## src/rtl/assert_macros.svh

```systemverilog
// Assertion macros for the RTL of the depth pixel to point transform.
// No dependencies; include by bare file name where assertions are written.
`ifndef ASSERT_MACROS_SVH
`define ASSERT_MACROS_SVH

`ifndef SYNTHESIS
`define ASSERT_IMPLY(lbl, clk, rst_n, ante, cons, msg) \
	lbl: assert property (@(posedge clk) disable iff (!rst_n) (ante) |-> (cons)) \
		else $error(msg);
`define ASSERT_NEVER(lbl, clk, rst_n, expr, msg) \
	lbl: assert property (@(posedge clk) disable iff (!rst_n) !(expr)) \
		else $error(msg);
`else
`define ASSERT_IMPLY(lbl, clk, rst_n, ante, cons, msg)
`define ASSERT_NEVER(lbl, clk, rst_n, expr, msg)
`endif

`endif

```

## src/rtl/dpt_pkg.sv

```systemverilog
// Shared types and constants of the depth pixel to point transform.
// No dependencies; imported by dpt_row and the top level.
package dpt_pkg;

	localparam int COEF_W   = 16;
	localparam int ROW_W    = 3 * COEF_W;
	localparam int POINT_W  = 32;
	localparam int CFG_IDX_W = 3;

	// Configuration register indexes.
	localparam logic [CFG_IDX_W-1:0] CFG_ROW_X = 3'd0;
	localparam logic [CFG_IDX_W-1:0] CFG_ROW_Y = 3'd1;
	localparam logic [CFG_IDX_W-1:0] CFG_ROW_Z = 3'd2;
	localparam logic [CFG_IDX_W-1:0] CFG_OFF_X = 3'd3;
	localparam logic [CFG_IDX_W-1:0] CFG_OFF_Y = 3'd4;
	localparam logic [CFG_IDX_W-1:0] CFG_OFF_Z = 3'd5;

	// Identity transform after reset.
	localparam logic [ROW_W-1:0] ROW_X_RESET = 48'h0000_0000_4000;
	localparam logic [ROW_W-1:0] ROW_Y_RESET = 48'h0000_4000_0000;
	localparam logic [ROW_W-1:0] ROW_Z_RESET = 48'h4000_0000_0000;

	// Scaling to metres divides by 4096 * 1000: a shift, then a divide by 1000
	// done as a multiply by a truncated reciprocal and one correction step.
	localparam int DIV_SHIFT   = 12;
	localparam int DIV_BASE    = 1000;
	localparam int RECIP_SHIFT = 36;
	localparam int RECIP_W     = 27;
	localparam logic [RECIP_W-1:0] DIV_RECIP =
		RECIP_W'((64'd1 << RECIP_SHIFT) / DIV_BASE);

	// Cycles from an accepted pixel to its result strobe.
	localparam int PIPE_LAT = 7;

	typedef struct packed {
		logic       keep;
		logic       last;
		logic [7:0] red;
		logic [7:0] green;
		logic [7:0] blue;
	} tag_t;

endpackage

```

## src/rtl/dpt_row.sv

```systemverilog
// One output coordinate of the transform: dot product with the ray, depth
// multiply, scaling to metres, offset and saturation in seven stages. Uses dpt_pkg.
module dpt_row import dpt_pkg::*; (
	input  logic                      clk,
	input  logic [ROW_W-1:0]          coef,
	input  logic signed [POINT_W-1:0] offset,
	input  logic [15:0]               depth_mm,
	input  logic signed [15:0]        ray_x,
	input  logic signed [15:0]        ray_y,
	input  logic                      drop_s6,
	output logic signed [POINT_W-1:0] point
);

	logic signed [COEF_W-1:0] cx, cy, cz;

	logic signed [31:0] px_s1, py_s1;
	logic signed [15:0] cz_s1;
	logic [15:0]        d_s1;

	logic signed [32:0] t_s2;
	logic [15:0]        d_s2;

	logic signed [49:0] s_s3;

	logic [37:0]        q_full;
	logic [37:0]        u_full;
	logic [44:0]        ph_s4, pl_s4;
	logic [35:0]        u_s4;
	logic               neg_s4;

	logic [62:0]        prod;
	logic [RECIP_W-1:0] qest_s5;
	logic [35:0]        u_s5;
	logic               neg_s5;

	logic [35:0]        rem;
	logic [RECIP_W-1:0] qfix;
	logic signed [27:0] quo_s6;

	logic signed [32:0] sum;
	logic signed [POINT_W-1:0] pt_s7;

	assign cx = coef[15:0];
	assign cy = coef[31:16];
	assign cz = coef[47:32];

	always_ff @(posedge clk) begin
		px_s1 <= cx * ray_x;
		py_s1 <= cy * ray_y;
		cz_s1 <= cz;
		d_s1  <= depth_mm;
	end

	always_ff @(posedge clk) begin
		t_s2 <= 33'(px_s1) + 33'(py_s1) + $signed({{3{cz_s1[15]}}, cz_s1, 14'b0});
		d_s2 <= d_s1;
	end

	always_ff @(posedge clk) begin
		s_s3 <= t_s2 * $signed({1'b0, d_s2});
	end

	// The arithmetic shift floors the divide by 4096. A negative value is
	// folded to its complement so the divide by 1000 works on a magnitude.
	assign q_full = s_s3[49:DIV_SHIFT];
	assign u_full = q_full[37] ? ~q_full : q_full;

	always_ff @(posedge clk) begin
		ph_s4  <= 45'(u_full[35:18]) * 45'(DIV_RECIP);
		pl_s4  <= 45'(u_full[17:0]) * 45'(DIV_RECIP);
		u_s4   <= u_full[35:0];
		neg_s4 <= q_full[37];
	end

	assign prod = {ph_s4, 18'b0} + 63'(pl_s4);

	always_ff @(posedge clk) begin
		qest_s5 <= prod[62:RECIP_SHIFT];
		u_s5    <= u_s4;
		neg_s5  <= neg_s4;
	end

	// The estimate is exact or one short of the true quotient.
	assign rem  = u_s5 - 36'(qest_s5) * 36'(DIV_BASE);
	assign qfix = qest_s5 + RECIP_W'(rem >= 36'(DIV_BASE));

	always_ff @(posedge clk) begin
		quo_s6 <= neg_s5 ? ~{1'b0, qfix} : {1'b0, qfix};
	end

	assign sum = 33'(quo_s6) + 33'(offset);

	always_ff @(posedge clk) begin
		if (drop_s6) begin
			pt_s7 <= '0;
		end else if (sum[32] != sum[31]) begin
			pt_s7 <= sum[32] ? {1'b1, {(POINT_W-1){1'b0}}} : {1'b0, {(POINT_W-1){1'b1}}};
		end else begin
			pt_s7 <= sum[31:0];
		end
	end

	assign point = pt_s7;

endmodule

```

## config.mk

```make
export PLATFORM = sky130hd
export DESIGN_NAME = dpt_row
export DESIGN_NICKNAME = d
export VERILOG_FILES = /design/src/rtl/assert_macros.svh /design/src/rtl/dpt_pkg.sv /design/src/rtl/dpt_row.sv
export SDC_FILE = /design/constraint.sdc
export NUM_CORES = 2
export LEC_CHECK = 0
export CAP_MARGIN = 20
export CORE_ASPECT_RATIO = 0.75
export CORE_MARGIN = 5
export CORE_UTILIZATION = 55
export CTS_CLUSTER_DIAMETER = 40
export DETAILED_ROUTE_END_ITERATION = 8
export DONT_BUFFER_PORTS = 1
export GPL_ROUTABILITY_DRIVEN = 0
export PLACE_DENSITY_LB_ADDON = 0.2
export SLEW_MARGIN = 40
export SYNTH_ARGS = -nofsm -noshare
export SYNTH_HDL_FRONTEND = slang
export SYNTH_SLANG_ARGS = --single-unit
```

## constraint.sdc

```tcl
create_clock -name clk -period 15.8 [get_ports clk]
set_input_delay 0.79 -clock clk [delete_from_list [all_inputs] [get_ports clk]]
set_output_delay 0.79 -clock clk [all_outputs]
set_load 0.05 [all_outputs]
```

Word-level counts from Yosys, hierarchy flattened
Cells that the tools add are included.
{ "classes": {"eq_ne": 1, "bitwise": 2, "mux": 4, "addsub": 6, "n_lt_le_gt_ge": 1, "mul": 6} }
{ "op_table": {"columns": ["cell", "count"], "rows": [
  ["18-bit by 25-bit multiplier with 43-bit output, second input constant", 2],
  ["16-bit by 16-bit multiplier with 32-bit output", 2],
  ["32-bit two-way mux", 2],
  ["63-bit by 45-bit adder with 63-bit output", 1],
  ["33-bit by 17-bit multiplier with 50-bit output", 1],
  ["36-bit by 10-bit >= comparator with 1-bit output, second input constant", 1],
  ["36-bit two-way mux", 1],
  ["36-bit NOT", 1],
  ["36-bit subtractor", 1],
  ["28-bit by 32-bit adder with 33-bit output", 1],
  ["32-bit by 32-bit adder with 33-bit output", 1],
  ["33-bit by 30-bit adder with 33-bit output", 1],
  ["27-bit by 7-bit multiplier with 33-bit output, second input constant", 1],
  ["27-bit NOT with 28-bit output", 1],
  ["27-bit by 1-bit adder with 27-bit output", 1],
  ["27-bit two-way mux", 1],
  ["1-bit inequality test", 1]
]} }
{ "totals": {"output_inout_bits": 32, "inputBits": 130, "wordCells": 37, "ff_bits": 442} }

Longest topological paths before layout
{ "depth": {"ltp_word": 6, "ltp_mapped": 40} }

Least setup slack after synthesis
OpenSTA, ideal clock, no wires.
{ "synth_path": {"path_type": "flip-flop to flip-flop", "start": "register qest_s5[1]", "end": "register quo_s6[25]", "path_stages_with_launch": 40, "t_arrival_ns": 8.648, "setup_slack_ns": 7.032, "path_cell_list": "dfxtp_1 > inv_1 > fa_1 > fa_1 > fa_1 > fa_1 > inv_1 > ha_1 > nor3_1 > o211a_1 > nor2_1 > a21oi_1 > o21ba_2 > nor2b_1 > nor2_1 > nor2_1 > a221oi_1 > xor2_1 > [4 not listed] > nand4_1 > or4_1 > or4_1 > or4_1 > a2111oi_2 > nand4_1 > or4_1 > ha_1 > nand2_1 > nor2_1 > nand2_1 > nor2_1 > nand3_1 > nor2_1 > and3_1 > and2_1 > nand3_1 > xnor2_1"} }
{ "synth_between": {"elab_chain_len": 6} }
{ "synth_rtl": {"columns": ["element", "line_no", "source"], "rows": [
  ["from (decl)", "dpt_row.sv:32", "logic [RECIP_W-1:0] qest_s5;"],
  ["from (signal assigned)", "dpt_row.sv:78", "qest_s5 <= prod[62:RECIP_SHIFT];"],
  ["27-bit by 7-bit multiplier with 33-bit output", "dpt_row.sv:84", "assign rem = u_s5 - 36'(qest_s5) * 36'(DIV_BASE);"],
  ["36-bit subtractor", "dpt_row.sv:84", null],
  ["36-bit by 10-bit >= comparator with 1-bit output", "dpt_row.sv:85", "assign qfix = qest_s5 + RECIP_W'(rem >= 36'(DIV_BASE));"],
  ["27-bit by 1-bit adder with 27-bit output (*)", "dpt_row.sv:85", null],
  ["27-bit NOT with 28-bit output", "dpt_row.sv:88", "quo_s6 <= neg_s5 ? ~{1'b0, qfix} : {1'b0, qfix};"],
  ["27-bit two-way mux (*)", "dpt_row.sv:88", null],
  ["to (signal assigned)", "dpt_row.sv:88", null],
  ["to (decl)", "dpt_row.sv:38", "logic signed [27:0] quo_s6;"]
]} }
Every way passes the cells marked *; elsewhere a longest branch is shown, timed or not.
A chain may end at the register's enable or synchronous reset.

Final worst setup path
{ "layout_path": {"start": "register qest_s5[4]", "end": "register quo_s6[25]"} }
The elaborated chain is that of the path after synthesis.

==> impl_metrics.xml <==
<?xml version="1.0" encoding="UTF-8"?>
<metrics>
  <group name="outcome">
    <metric name="status" unit="">completed</metric>
  </group>
  <group name="global_routing">
    <metric name="grt_antenna_before_repair" unit="">14</metric>
    <metric name="globalRoute.totalOverflow" unit="">0</metric>
    <metric name="first_global_vias" unit="">51291</metric>
    <metric name="grt_pass1_wl" unit="um">271000</metric>
    <metric name="grt_max_degree" unit="">34</metric>
    <metric name="grt_usage" unit="">0.249</metric>
  </group>
  <group name="clocking">
    <metric name="total_setup_buffers_inserted_after_cts" unit="">0</metric>
    <metric name="clockRootBuffer" unit="">sky130_fd_sc_hd__clkbuf_16</metric>
    <metric name="worst_skew_pair.late_latency" unit="ns">0.70</metric>
    <metric name="cts-hold-fix-buffers" unit="">0</metric>
    <metric name="clkSinkCount" unit="">403</metric>
    <metric name="cts_tree" unit="">done</metric>
    <metric name="cts_inserted_buffers" unit="">56</metric>
    <metric name="cts.htree.levels" unit="">2</metric>
    <metric name="clockBufferDepth" unit="">3</metric>
    <metric name="cts_resized" unit="">0</metric>
    <metric name="clkTransAtPathRegs" unit="ns">0.06</metric>
  </group>
  <group name="setup_path">
    <metric name="worst_setup_path_end_kind" unit="">register</metric>
    <metric name="critPathTopFamily" unit="">simple AND/OR/NAND/NOR gates</metric>
    <metric name="cpPeakStageDelay" unit="ns">0.59</metric>
    <metric name="criticalPathCategory" unit="">register to register</metric>
    <metric name="start_kind" unit="">register</metric>
    <metric name="worst-endpoint-arrival" unit="ns">10.81</metric>
    <metric name="crit_path_max_fanout" unit="">5</metric>
    <metric name="critical-path-slowest-cell" unit="">sky130_fd_sc_hd__fa_1</metric>
    <metric name="timing.critical_path.buf_inv" unit="">3</metric>
    <metric name="timing.critical_path.required" unit="ns">16.38</metric>
  </group>
  <group name="drt">
    <metric name="post_drt_wl_per_cell" unit="um">18.0</metric>
    <metric name="drt_drc_violations_left" unit="">0</metric>
    <metric name="detailedRoute.firstIterationViolations" unit="">3075</metric>
    <metric name="route.layer.met1.wl" unit="um">74100</metric>
    <metric name="avgViaCountPerCell" unit="">5.34</metric>
    <metric name="detailedRoute.firstPassIterationCount" unit="">6</metric>
    <metric name="route.met2.wl" unit="um">72800</metric>
    <metric name="highest_layer" unit="">met5</metric>
    <metric name="route.antenna.remaining_nets" unit="">0</metric>
    <metric name="dr_total_vias" unit="">48138</metric>
    <metric name="totalWireLength" unit="um">163000</metric>
    <metric name="routed-wl-met3" unit="um">12500</metric>
  </group>
  <group name="finish">
    <metric name="final_net_count" unit="">9646</metric>
    <metric name="fin_util" unit="">0.585</metric>
    <metric name="layout_commonest_cell" unit="">sky130_fd_sc_hd__inv_1</metric>
    <metric name="post_route_cells_drive_above_1_share" unit="">0.0274</metric>
    <metric name="synthToLayoutAreaGrowth" unit="%">5.63</metric>
    <metric name="fill_cells" unit="">10916</metric>
    <metric name="finalInstanceArea" unit="um^2">74000</metric>
    <metric name="layout_common_cells" unit="">1775 x sky130_fd_sc_hd__inv_1, 1389 x sky130_fd_sc_hd__fa_1, 821 x sky130_fd_sc_hd__ha_1, 681 x sky130_fd_sc_hd__nand2_1, 465 x sky130_fd_sc_hd__and2_1</metric>
  </group>
  <group name="job">
    <metric name="cap_violations" unit="">0</metric>
  </group>
  <group name="hold_path">
    <metric name="hp-class" unit="">input port to register</metric>
  </group>
  <group name="logic_synthesis">
    <metric name="yosysUniqueCellTypes" unit="">79</metric>
    <metric name="ys_seq_elements" unit="">403</metric>
    <metric name="warnings_synthesis" unit="">0</metric>
    <metric name="postSynth.asyncResetShare" unit="">0</metric>
    <metric name="synth_cells" unit="">7379</metric>
    <metric name="postSynthNetCount" unit="">9721</metric>
    <metric name="synth_area" unit="um^2">70100</metric>
    <metric name="synth_edf_count" unit="">0</metric>
    <metric name="dominantRegCellSynth" unit="">sky130_fd_sc_hd__dfxtp_1</metric>
    <metric name="synth.yosys.seq_area_share" unit="">0.115</metric>
    <metric name="synth.avg_cell_area" unit="um^2">9.50</metric>
  </group>
  <group name="sta">
    <metric name="timing.clock.skew" unit="ns">0.0708</metric>
    <metric name="clock.fmax" unit="MHz">97.7</metric>
    <metric name="worst_slew_margin_rel" unit="">0.419</metric>
    <metric name="finalHoldViolCount" unit="">0</metric>
    <metric name="hold-worst-slack" unit="ns">0.127</metric>
    <metric name="grt_setup_unrepaired" unit="">no</metric>
    <metric name="setup_viol" unit="">0</metric>
    <metric name="worst-slew-pin-transition" unit="ns">0.850</metric>
    <metric name="final.setup.tns" unit="ns">0</metric>
    <metric name="fin_crit_sh" unit="">0.648</metric>
    <metric name="maxSlewViolCount" unit="">0</metric>
    <metric name="final_period_minus_worst_setup_slack" unit="ns">10.23</metric>
  </group>
  <group name="floorplanning">
    <metric name="chipWidth" unit="um">422</metric>
    <metric name="core_area" unit="um^2">127000</metric>
    <metric name="initial_utilization" unit="">0.554</metric>
    <metric name="die_y" unit="um">319</metric>
    <metric name="core.rowCount" unit="">113</metric>
    <metric name="die_area" unit="um^2">135000</metric>
    <metric name="io-pin-count" unit="">162</metric>
  </group>
  <group name="placed_design">
    <metric name="placed_area" unit="um^2">72000</metric>
    <metric name="place.port_buffers" unit="">0</metric>
    <metric name="dp_hpwl" unit="um">137000</metric>
  </group>
</metrics>
-- area by class of cell --
| class | count | area, um^2 | area share |
|---|---|---|---|
| multi-input cells | 5025 | 54800 | 0.741 |
| flip-flops and latches | 403 | 8090 | 0.109 |
| inverters | 1775 | 6660 | 0.0900 |
| well taps | 1667 | 2090 | 0.0282 |
| clock buffers | 67 | 1480 | 0.0200 |
| clock inverters | 34 | 531 | 0.00717 |
| repair buffers | 43 | 323 | 0.00436 |
| diodes | 8 | 20.0 | 0.000270 |
-- cells by family after synthesis --
kind of cell | count (synthesis) | synth area share
adder cells (fa/ha/maj) | 2212 | 0.544
buffers and inverters | 1951 | 0.105
AND/OR/NAND/NOR | 1684 | 0.119
AO/OA/AOI/OAI | 756 | 0.0710
flip-flops | 403 | 0.115
XOR/XNOR | 363 | 0.0454
multiplexers | 10 | 0.00148
-- sequential cells by signal, indices dropped and copies added (netlist names), 25 cells and up --
| name | count |
|---|---|
| px_s1 | 32 |
| pl_s4 | 25 |
| ph_s4 | 41 |
| qest_s5 | 27 |
| u_s4 | 33 |
| quo_s6 | 28 |
| s_s3 | 37 |
| point | 32 |
| u_s5 | 33 |
| py_s1 | 32 |
| t_s2 | 33 |
-- path summary, 6_finish.rpt --
check,start,to,slack [ns],cells past startpoint
worst max register to register,qest_s5[4],quo_s6[25],5.57,37
worst min register to register,d_s1[7],d_s2[7],0.27,0
worst min-delay path,depth_mm[13],d_s1[13],0.13,0
worst max-delay path,qest_s5[4],quo_s6[25],5.57,37
-- stage by stage --
| stage | cells | worst slack [ns] |
|---|---|---|
| CTS | 9014 | 5.68 |
| detailed placement | 8913 | 5.77 |
| global route | 9021 | 4.98 |
| floorplan | 7379 | 7.03 |
| finish | 9022 | 5.57 |
| global placement | 8913 | 5.89 |
-- layer usage --
metal,up-vias,GRT usage
li1,22370,-
met1,24157,0.360
met2,1386,0.387
met3,221,0.0567
met4,4,0.0511
met5,-,0
-- synth_stat cells (all sizes together), types with 10 or more instances --
| cell type | n | share of area |
|---|---|---|
| and3 | 36 | 0.0032 |
| nor3 | 58 | 0.0041 |
| ha | 823 | 0.15 |
| nand4 | 22 | 0.0020 |
| xnor2 | 234 | 0.029 |
| nand2 | 682 | 0.037 |
| and2 | 465 | 0.042 |
| nor2b | 34 | 0.0031 |
| buf | 10 | 0.00064 |
| nor2 | 184 | 0.0099 |
| a211o | 11 | 0.0014 |
| or2 | 14 | 0.0012 |
| o21ai | 122 | 0.0088 |
| a31oi | 29 | 0.0026 |
| nand2b | 65 | 0.0058 |
| nand3 | 61 | 0.0044 |
| a211oi | 28 | 0.0030 |
| o31ai | 11 | 0.0012 |
| a2111oi | 13 | 0.0017 |
| inv | 1775 | 0.095 |
| o21bai | 34 | 0.0036 |
| fa | 1389 | 0.40 |
| o21a | 41 | 0.0044 |
| o22ai | 23 | 0.0021 |
| o211ai | 15 | 0.0016 |
| clkbuf | 166 | 0.0089 |
| dfxtp | 403 | 0.12 |
| or3 | 16 | 0.0014 |
| and4 | 11 | 0.0014 |
| a21o | 134 | 0.014 |
| a21oi | 204 | 0.015 |
| xor2 | 129 | 0.016 |
| a31o | 10 | 0.0012 |
Power is left out: the tool's default activity adds up to more than one toggle a clock period on the data nets, which glitch-free logic cannot reach.
